`config.mk`:
```
export PLATFORM = sky130hd
export DESIGN_NAME = byte_ring_fifo_burst_unit_flat
export DESIGN_NICKNAME = d
export VERILOG_FILES = /design/src/rtl/core/brfb_pkg.sv /design/src/rtl/core/brfb_if.sv /design/src/rtl/core/brfb_lane.sv /design/src/rtl/core/brfb_merge.sv /design/src/rtl/core/byte_ring_fifo_burst_unit.sv /design/src/flat_wrapper.sv
export SDC_FILE = /design/constraint.sdc
export NUM_CORES = 2
export LEC_CHECK = 0
export BUFFER_PORTS_ARGS = -buffer_cell sky130_fd_sc_hd__buf_2
export CORE_ASPECT_RATIO = 0.6
export CORE_MARGIN = 5
export CORE_UTILIZATION = 38
export CTS_CLUSTER_SIZE = 30
export DETAILED_ROUTE_END_ITERATION = 8
export SYNTH_ARGS = -nofsm -noshare
export SYNTH_HDL_FRONTEND = slang
export SYNTH_SLANG_ARGS = --single-unit
```
`constraint.sdc`:
```
create_clock -name clk -period 6.2 [get_ports clk]
set_input_delay 0.93 -clock clk [delete_from_list [all_inputs] [get_ports clk]]
set_output_delay 0.93 -clock clk [all_outputs]
set_load 0.02 [all_outputs]
```
`src/rtl/core/brfb_pkg.sv`:
```
`timescale 1ns / 1ps
`default_nettype none
// ----------------------------------------------------------------------------
// brfb_pkg
// Shared codes, widths and control structs of the byte ring fifo.
// ----------------------------------------------------------------------------
package brfb_pkg;

  localparam int BYTE_W = 8;
  localparam int BANKS  = 8;   // one byte bank per lane
  localparam int BANK_W = 3;
  localparam int DATA_W = BANKS * BYTE_W;
  localparam int LEN_W  = 4;
  localparam int FILL_W = 9;

  localparam logic [1:0] CMD_PUSH = 2'd0;
  localparam logic [1:0] CMD_POP  = 2'd1;
  localparam logic [1:0] CMD_PEEK = 2'd2;

  localparam logic [1:0] ST_OK       = 2'd0;
  localparam logic [1:0] ST_NO_SPACE = 2'd1;
  localparam logic [1:0] ST_NO_DATA  = 2'd2;

  // per-access control broadcast to every lane
  typedef struct packed {
    logic              wr;
    logic              rd;
    logic [BANK_W-1:0] base_low;
    logic [LEN_W-1:0]  len;
  } lane_ctl_t;

  // what travels from the lane read stage to the merge stage
  typedef struct packed {
    logic [1:0]        status;
    logic              rd;
    logic [BANK_W-1:0] rot;
    logic [LEN_W-1:0]  len;
    logic [FILL_W-1:0] fill;
  } s1_ctl_t;

endpackage

`default_nettype wire

```
`src/rtl/core/brfb_if.sv`:
```
`timescale 1ns / 1ps
`default_nettype none
// ----------------------------------------------------------------------------
// brfb_in_if / brfb_out_if
// Valid/ready channels carrying burst requests and their results.
// ----------------------------------------------------------------------------
interface brfb_in_if;
  logic                       valid;
  logic                       ready;
  logic [1:0]                 command;
  logic [brfb_pkg::LEN_W-1:0] length;
  logic [brfb_pkg::DATA_W-1:0] push_bytes;

  modport source (output valid, command, length, push_bytes, input ready);
  modport sink   (input valid, command, length, push_bytes, output ready);
endinterface

interface brfb_out_if;
  logic                        valid;
  logic                        ready;
  logic [1:0]                  status;
  logic [brfb_pkg::DATA_W-1:0] read_bytes;
  logic [brfb_pkg::FILL_W-1:0] fill_count;

  modport source (output valid, status, read_bytes, fill_count, input ready);
  modport sink   (input valid, status, read_bytes, fill_count, output ready);
endinterface

`default_nettype wire

```
`src/rtl/core/brfb_lane.sv`:
```
`timescale 1ns / 1ps
`default_nettype none
// ----------------------------------------------------------------------------
// brfb_lane
// One byte bank of the ring: holds every address whose low bits equal the
// lane id, works out its own offset in the burst and writes or reads a byte.
// ----------------------------------------------------------------------------
module brfb_lane #(
  parameter int LANE_ID = 0,
  parameter int PTR_W   = 8
) (
  input  wire                              clk,
  input  wire brfb_pkg::lane_ctl_t         ctl,
  input  wire [PTR_W-1:0]                  base,
  input  wire [brfb_pkg::DATA_W-1:0]       wdata,
  output logic [brfb_pkg::BYTE_W-1:0]      rdata_r
);

  localparam int ROWS  = (1 << PTR_W) / brfb_pkg::BANKS;
  localparam int ROW_W = (ROWS > 1) ? $clog2(ROWS) : 1;

  logic [brfb_pkg::BYTE_W-1:0] mem [ROWS];

  logic [brfb_pkg::BANK_W-1:0] off;
  logic [PTR_W-1:0]            addr;
  logic [ROW_W-1:0]            row;
  logic                        act;
  logic [brfb_pkg::BYTE_W-1:0] wbyte;

  // burst position that lands in this bank
  assign off   = brfb_pkg::BANK_W'(LANE_ID) - ctl.base_low;
  assign addr  = base + PTR_W'(off);
  assign row   = (ROWS > 1) ? ROW_W'(addr >> brfb_pkg::BANK_W) : '0;
  assign act   = {1'b0, off} < ctl.len;
  assign wbyte = wdata[off*brfb_pkg::BYTE_W +: brfb_pkg::BYTE_W];

  always_ff @(posedge clk) begin
    if (ctl.wr && act) begin
      mem[row] <= wbyte;
    end
    if (ctl.rd) begin
      rdata_r <= mem[row];
    end
  end

endmodule

`default_nettype wire

```
`src/rtl/core/brfb_merge.sv`:
```
`timescale 1ns / 1ps
`default_nettype none
// ----------------------------------------------------------------------------
// brfb_merge
// Rotates the bank outputs back into burst order and zeroes lanes beyond
// the length or for accesses that return no data.
// ----------------------------------------------------------------------------
module brfb_merge (
  input  wire [brfb_pkg::DATA_W-1:0]  lanes,
  input  wire brfb_pkg::s1_ctl_t      ctl,
  output logic [brfb_pkg::DATA_W-1:0] read_bytes
);

  always_comb begin
    logic [brfb_pkg::BANK_W-1:0] idx;
    idx        = '0;
    read_bytes = '0;
    for (int j = 0; j < brfb_pkg::BANKS; j++) begin
      idx = ctl.rot + brfb_pkg::BANK_W'(j);
      if (ctl.rd && (brfb_pkg::LEN_W'(j) < ctl.len)) begin
        read_bytes[j*brfb_pkg::BYTE_W +: brfb_pkg::BYTE_W] =
          lanes[idx*brfb_pkg::BYTE_W +: brfb_pkg::BYTE_W];
      end
    end
  end

endmodule

`default_nettype wire

```
`src/rtl/core/byte_ring_fifo_burst_unit.sv`:
```
`timescale 1ns / 1ps
`default_nettype none
// ----------------------------------------------------------------------------
// byte_ring_fifo_burst_unit
// Byte ring fifo with push, pop and peek bursts of up to eight bytes.
// ----------------------------------------------------------------------------
// stages: accepted word passes bank read, then merge, to the result word
// throughput: one word per cycle unless the output is stalled; each of the
// eight byte banks has one port and a burst touches each bank at most once
// reset: pointers, count and all valids cleared; store contents stay
// undefined until pushed, no clearing pass
module byte_ring_fifo_burst_unit #(
  parameter int QUEUE_DEPTH = 256,
  parameter int BURST_BYTES = 8
) (
  input  wire          clk,
  input  wire          rst_n,
  brfb_in_if.sink      in_ch,
  brfb_out_if.source   out_ch
);

  localparam int PTR_W = $clog2(QUEUE_DEPTH);
  localparam int CNT_W = PTR_W + 1;

  logic [PTR_W-1:0] rd_ptr_r, rd_ptr_nxt;
  logic [PTR_W-1:0] wr_ptr_r, wr_ptr_nxt;
  logic [CNT_W-1:0] cnt_r, cnt_nxt;

  logic                     s1_valid_r, s1_valid_nxt;
  brfb_pkg::s1_ctl_t        s1_ctl_r, s1_ctl_nxt;
  logic                     out_valid_r, out_valid_nxt;
  logic [1:0]               out_status_r;
  logic [brfb_pkg::DATA_W-1:0] out_data_r;
  logic [brfb_pkg::FILL_W-1:0] out_fill_r;

  logic                        accept, s1_adv;
  logic [brfb_pkg::LEN_W-1:0]  len_sat;
  logic [CNT_W-1:0]            len_ext, free_cnt;
  logic                        is_push, is_rd, ok;
  logic [1:0]                  status;
  brfb_pkg::lane_ctl_t         lane_ctl;
  logic [PTR_W-1:0]            base;
  logic [brfb_pkg::DATA_W-1:0] lane_rd;
  logic [brfb_pkg::DATA_W-1:0] merged;

  assign s1_adv       = s1_valid_r && (!out_valid_r || out_ch.ready);
  assign in_ch.ready  = !s1_valid_r || s1_adv;
  assign accept       = in_ch.valid && in_ch.ready;

  assign len_sat  = (in_ch.length > brfb_pkg::LEN_W'(BURST_BYTES)) ?
                    brfb_pkg::LEN_W'(BURST_BYTES) : in_ch.length;
  assign len_ext  = CNT_W'(len_sat);
  assign free_cnt = CNT_W'(QUEUE_DEPTH) - cnt_r;
  assign is_push  = in_ch.command == brfb_pkg::CMD_PUSH;
  assign is_rd    = (in_ch.command == brfb_pkg::CMD_POP) ||
                    (in_ch.command == brfb_pkg::CMD_PEEK);

  always_comb begin
    status = brfb_pkg::ST_OK;
    if (is_push && (len_ext > free_cnt)) begin
      status = brfb_pkg::ST_NO_SPACE;
    end else if (is_rd && (len_ext > cnt_r)) begin
      status = brfb_pkg::ST_NO_DATA;
    end
  end
  assign ok = status == brfb_pkg::ST_OK;

  always_comb begin
    rd_ptr_nxt = rd_ptr_r;
    wr_ptr_nxt = wr_ptr_r;
    cnt_nxt    = cnt_r;
    if (accept && ok && is_push) begin
      wr_ptr_nxt = wr_ptr_r + PTR_W'(len_sat);
      cnt_nxt    = cnt_r + len_ext;
    end else if (accept && ok && (in_ch.command == brfb_pkg::CMD_POP)) begin
      rd_ptr_nxt = rd_ptr_r + PTR_W'(len_sat);
      cnt_nxt    = cnt_r - len_ext;
    end
  end

  assign base              = is_push ? wr_ptr_r : rd_ptr_r;
  assign lane_ctl.wr       = accept && ok && is_push;
  assign lane_ctl.rd       = accept && ok && is_rd;
  assign lane_ctl.base_low = base[brfb_pkg::BANK_W-1:0];
  assign lane_ctl.len      = len_sat;

  for (genvar k = 0; k < brfb_pkg::BANKS; k++) begin : g_lane
    brfb_lane #(
      .LANE_ID (k),
      .PTR_W   (PTR_W)
    ) u_lane (
      .clk     (clk),
      .ctl     (lane_ctl),
      .base    (base),
      .wdata   (in_ch.push_bytes),
      .rdata_r (lane_rd[k*brfb_pkg::BYTE_W +: brfb_pkg::BYTE_W])
    );
  end

  always_comb begin
    s1_valid_nxt = s1_valid_r;
    s1_ctl_nxt   = s1_ctl_r;
    if (accept) begin
      s1_valid_nxt    = 1'b1;
      s1_ctl_nxt.status = status;
      s1_ctl_nxt.rd   = ok && is_rd;
      s1_ctl_nxt.rot  = rd_ptr_r[brfb_pkg::BANK_W-1:0];
      s1_ctl_nxt.len  = len_sat;
      s1_ctl_nxt.fill = brfb_pkg::FILL_W'(cnt_nxt);
    end else if (s1_adv) begin
      s1_valid_nxt = 1'b0;
    end
  end

  brfb_merge u_merge (
    .lanes      (lane_rd),
    .ctl        (s1_ctl_r),
    .read_bytes (merged)
  );

  always_comb begin
    out_valid_nxt = out_valid_r;
    if (s1_adv) begin
      out_valid_nxt = 1'b1;
    end else if (out_ch.ready) begin
      out_valid_nxt = 1'b0;
    end
  end

  always_ff @(posedge clk) begin
    if (!rst_n) begin
      rd_ptr_r    <= '0;
      wr_ptr_r    <= '0;
      cnt_r       <= '0;
      s1_valid_r  <= 1'b0;
      out_valid_r <= 1'b0;
    end else begin
      rd_ptr_r    <= rd_ptr_nxt;
      wr_ptr_r    <= wr_ptr_nxt;
      cnt_r       <= cnt_nxt;
      s1_valid_r  <= s1_valid_nxt;
      out_valid_r <= out_valid_nxt;
    end
  end

  always_ff @(posedge clk) begin
    s1_ctl_r <= s1_ctl_nxt;
    if (s1_adv) begin
      out_status_r <= s1_ctl_r.status;
      out_data_r   <= merged;
      out_fill_r   <= s1_ctl_r.fill;
    end
  end

  assign out_ch.valid      = out_valid_r;
  assign out_ch.status     = out_status_r;
  assign out_ch.read_bytes = out_data_r;
  assign out_ch.fill_count = out_fill_r;

  // count never passes the depth
  a_cnt_bound: assert property (@(posedge clk) disable iff (!rst_n)
    cnt_r <= CNT_W'(QUEUE_DEPTH))
    else $error("stored count above depth");

  // pointer distance matches the stored count
  a_ptr_gap: assert property (@(posedge clk) disable iff (!rst_n)
    (wr_ptr_r - rd_ptr_r) == cnt_r[PTR_W-1:0])
    else $error("pointer gap differs from count");

  // a failed access never returns bytes
  a_fail_zero: assert property (@(posedge clk) disable iff (!rst_n)
    (out_valid_r && (out_status_r != brfb_pkg::ST_OK)) |-> (out_data_r == '0))
    else $error("failed access carries data");

  // a stalled middle stage keeps its word
  a_s1_hold: assert property (@(posedge clk) disable iff (!rst_n)
    (s1_valid_r && !s1_adv) |=> (s1_valid_r && $stable(s1_ctl_r)))
    else $error("middle stage word lost");

endmodule

`default_nettype wire
```
`src/flat_wrapper.sv`:
```
// flat-port wrapper written by rule: the top's interface ports become plain ports
module byte_ring_fifo_burst_unit_flat 
#(
  parameter int QUEUE_DEPTH = 256,
  parameter int BURST_BYTES = 8
)
  (clk, rst_n, in_ch_valid, in_ch_command, in_ch_length, in_ch_push_bytes, in_ch_ready, out_ch_valid, out_ch_status, out_ch_read_bytes, out_ch_fill_count, out_ch_ready);
  brfb_in_if in_ch_i ();
  brfb_out_if out_ch_i ();
  input  wire clk;
  input  wire rst_n;
  input wire logic [$bits(in_ch_i.valid)-1:0] in_ch_valid;
  input wire logic [$bits(in_ch_i.command)-1:0] in_ch_command;
  input wire logic [$bits(in_ch_i.length)-1:0] in_ch_length;
  input wire logic [$bits(in_ch_i.push_bytes)-1:0] in_ch_push_bytes;
  output wire logic [$bits(in_ch_i.ready)-1:0] in_ch_ready;
  output wire logic [$bits(out_ch_i.valid)-1:0] out_ch_valid;
  output wire logic [$bits(out_ch_i.status)-1:0] out_ch_status;
  output wire logic [$bits(out_ch_i.read_bytes)-1:0] out_ch_read_bytes;
  output wire logic [$bits(out_ch_i.fill_count)-1:0] out_ch_fill_count;
  input wire logic [$bits(out_ch_i.ready)-1:0] out_ch_ready;
  assign in_ch_i.valid = in_ch_valid;
  assign in_ch_i.command = in_ch_command;
  assign in_ch_i.length = in_ch_length;
  assign in_ch_i.push_bytes = in_ch_push_bytes;
  assign in_ch_ready = in_ch_i.ready;
  assign out_ch_valid = out_ch_i.valid;
  assign out_ch_status = out_ch_i.status;
  assign out_ch_read_bytes = out_ch_i.read_bytes;
  assign out_ch_fill_count = out_ch_i.fill_count;
  assign out_ch_i.ready = out_ch_ready;
  byte_ring_fifo_burst_unit #(.QUEUE_DEPTH(QUEUE_DEPTH), .BURST_BYTES(BURST_BYTES)) u_core (.clk(clk), .rst_n(rst_n), .in_ch(in_ch_i), .out_ch(out_ch_i));
endmodule
```
==> results.toml <==
[clocking]
clk_latency_ns = 0.86
cts_setup_buffers = 0
cts_resized = 0
cts.htree.levels = 4
clkSinkCount = 2233
clk_pin_slew_ns = 0.06
hold_buffers = 0
cts_made_buffers = 209
clockBufferDepth = 4
cts-root-buf = "clkbuf_16"
cts_tree = "done"

[detailed_routing]
ant_nets = 0
wire_per_inst_microns = 29.2
via_count = 54912
wirelength_microns = 271000
drt-vias-per-instance = 5.92
route.detailed.drc = 0
drt_iter0_drc = 8543
first_pass_iters = 7

[timing]
skew_ns = 0.0720
relSlewSlack = 0.134
fmax_mhz = 199
tightest_slew_ns = 1.30
finalCriticalPeriod_ns = 5.03
final.setup.tns_ns = 0
rsz0062_at_grt = "no"
fin_crit_sh = 0.811
slew_violations = 0
setup_viol = 0
hold_violations = 0

[placed_design]
port_buffers = 150
dp_hpwl_microns = 185000
place_area_sq_um = 99800
gp_congestion = 0.898

[pwr]
seq_power_share = 0.534
power_density_nw_per_um2 = 303
power.switching_mw = 7.52
power_frac_comb = 0.074
peakVddDrop_mv = 0.266
swShare = 0.234
cellInternalPower_mw = 24.7
p_leak_nw = 34.0
p_clk_frac = 0.392

[global_route]
grt_util_all_layers = 0.205
grt_pass1_vias = 52063
grt_antenna_before_repair = 6
gr-total-overflow = 0
grt_pass1_wl_microns = 386000
grt_max_degree = 86

[logic_synthesis]
synthTopCellsByArea = "edfxtp_1 71%, mux4_2 11%, nand2_1 2.2%, mux2i_1 1.8%, nor2_1 1.5%"
avgSynthCellArea_sq_um = 17.1
syn_area_sq_um = 93200
async_flop_share = 0
ys.flop_type = "edfxtp_1"
synth_top_area_frac = 0.711
synth_edf_count = 2206
synth_top_cell_by_area = "edfxtp_1"
syn_inst = 5460
yosysWarnings = 0
synth-seq-cells = 2233
syn-num-nets = 5589
ys_types = 87
yosysSeqAreaShare = 0.717

[critical_path]
end_kind = "register"
cp_max_fo = 28
timing.critical_path.required_ns = 6.67
crit_slowest_cell = "o32ai_4"
cp-start-kind = "primary input"
setup.worst_path.class = "in -> reg"
path_common_cell = "ha_1"
max_stage_delay_ns = 0.88
cp.arrival_ns = 5.49
regToRegSetupSlack_ns = 1.49
path_cells = "buf_2, inv_1, ha_1, buf_4, mux2_4, ha_1, o21ai_0, a21oi_1, o32ai_4, nand2_1, nor2_1"
critPathBufInv = 3
path_delay_family = "compound AO/OA/AOI/OAI gates"

[floorplan]
num_rows = 140
ios = 151
die_w_microns = 649
die_area_sq_um = 255000
core_sq_um = 243000
start_util = 0.383
die_h_microns = 394

[run_status]
status = "completed"

[layout]
area_growth_pct = 14.2
nets = 5978
stdcell_area_sq_um = 106000
drive_above_1_share = 0.225
final_core_util = 0.437

[min_path]
holdCritPathClass = "in -> reg"

[job]
drv_cap = 0
==> area by class of cell <==
cell class              count  area, sq um
clock inverters           132         1170
repair buffers            484         3520
fillers                 20961       137000
clock buffers             235         5370
inverters                  49          189
flip-flops and latches   2233        66800
multi-input cells        2872        25200
well taps                3266         4090
diodes                      3         7.51
==> state kept, by name, indices dropped and copies added (netlist names) <==
register / count
u_core.g_lane.u_lane.rdata_r: 64
u_core.out_ch.read_bytes: 64
u_core.rd_ptr_r: 8
u_core.out_ch.valid: 1
u_core.out_ch.fill_count: 9
u_core.cnt_r: 9
u_core.wr_ptr_r: 8
u_core.g_lane.u_lane.mem: 2048
u_core.s1_valid_r: 1
u_core.s1_ctl_r: 19
u_core.out_ch.status: 2
==> placed cells by master, fill, tap and decap left out, types with 56 or more instances in the layout <==
cell	count
nor2_1	380
a21oi_1	134
a31oi_1	56
nand2_1	555
edfxtp_1	2206
buf_4	313
mux4_2	443
a221oi_1	78
o21ai_0	90
buf_2	150
mux2i_1	166
a22oi_1	186
mux2_2	59
clkbuf_16	211
nand3_1	101
==> cells in the mapped netlist, drive strengths merged, types with 24 or more instances <==
library cell,n
nand4,36
o21ai,92
nand2,556
mux4,443
a221o,25
mux2,62
nand3,101
a31oi,56
ha,51
o22ai,24
mux2i,171
clkbuf,187
a22o,25
buf,119
and3,53
xnor2,58
a22oi,186
o211ai,24
inv,47
edfxtp,2206
nor2,383
dfxtp,27
a221oi,79
nor3,46
a21oi,134
nor2b,25
and2,27
==> logic make-up after synthesis <==
group                      synth area share
xor gates and xnor gates            0.00663
AOI/OAI and AO/OA                    0.0580
DFF                                   0.717
buffers and inverters                0.0157
muxes                                 0.133
adders and majority gates           0.00771
and+or+nand+nor                      0.0619
==> tightest hold or removal path: cells and delay by family <==
family | cells | cell delay [ns]
AO/OA/AOI/OAI | 1 | 0.04
buffers and inverters | 1 | 0.09
AND/OR/NAND/NOR | 1 | 0.09
==> routing by layer <==
layer,track usage,up-vias,wire length [microns]
li1,-,22798,-
met1,0.321,28540,119000
met2,0.287,3171,114000
met3,0.0443,403,29700
met4,0.0545,0,7900
met5,0,-,0
==> path summary, 6_finish.rpt <==
check / from / end / cells past startpoint
hold / removal: in_ch_valid / u_core.s1_valid_r / 3
hold reg to reg: u_core.s1_ctl_r[18] / u_core.out_ch.status[1] / 0
setup / recovery: in_ch_command[1] / u_core.g_lane[1].u_lane.mem[7][1] / 11
setup reg to reg: u_core.cnt_r[1] / u_core.g_lane[0].u_lane.mem[11][7] / 12
==> stage by stage <==
| stage | std cells | setup WS [ns] | power [mW] | hold slack [ns] |
|---|---|---|---|---|
| 2_1_floorplan | 5460 | 0.118 | 18.7 | 0.400 |
| 3_3_place_gp | 8903 | 0.331 | 19.8 | 0.407 |
| 3_5_place_dp | 8904 | 0.270 | 19.9 | 0.405 |
| 4_1_cts | 9271 | 1.18 | 32.4 | 0.280 |
| 5_1_grt | 9271 | 1.14 | 33.2 | 0.327 |
| 6_report | 9274 | 1.17 | 32.2 | 0.347 |
==> power by group through the flow <==
stage	registers (mW)	logic (mW)	clock network [mW]
2_1_floorplan	17.5	1.29	0
3_3_place_gp	17.5	2.31	0
3_5_place_dp	17.5	2.36	0
4_1_cts	17.2	2.36	12.8
5_1_grt	17.2	2.50	13.5
6_report	17.2	2.37	12.6
No activity file was read; power rests on OpenSTA's default activity.
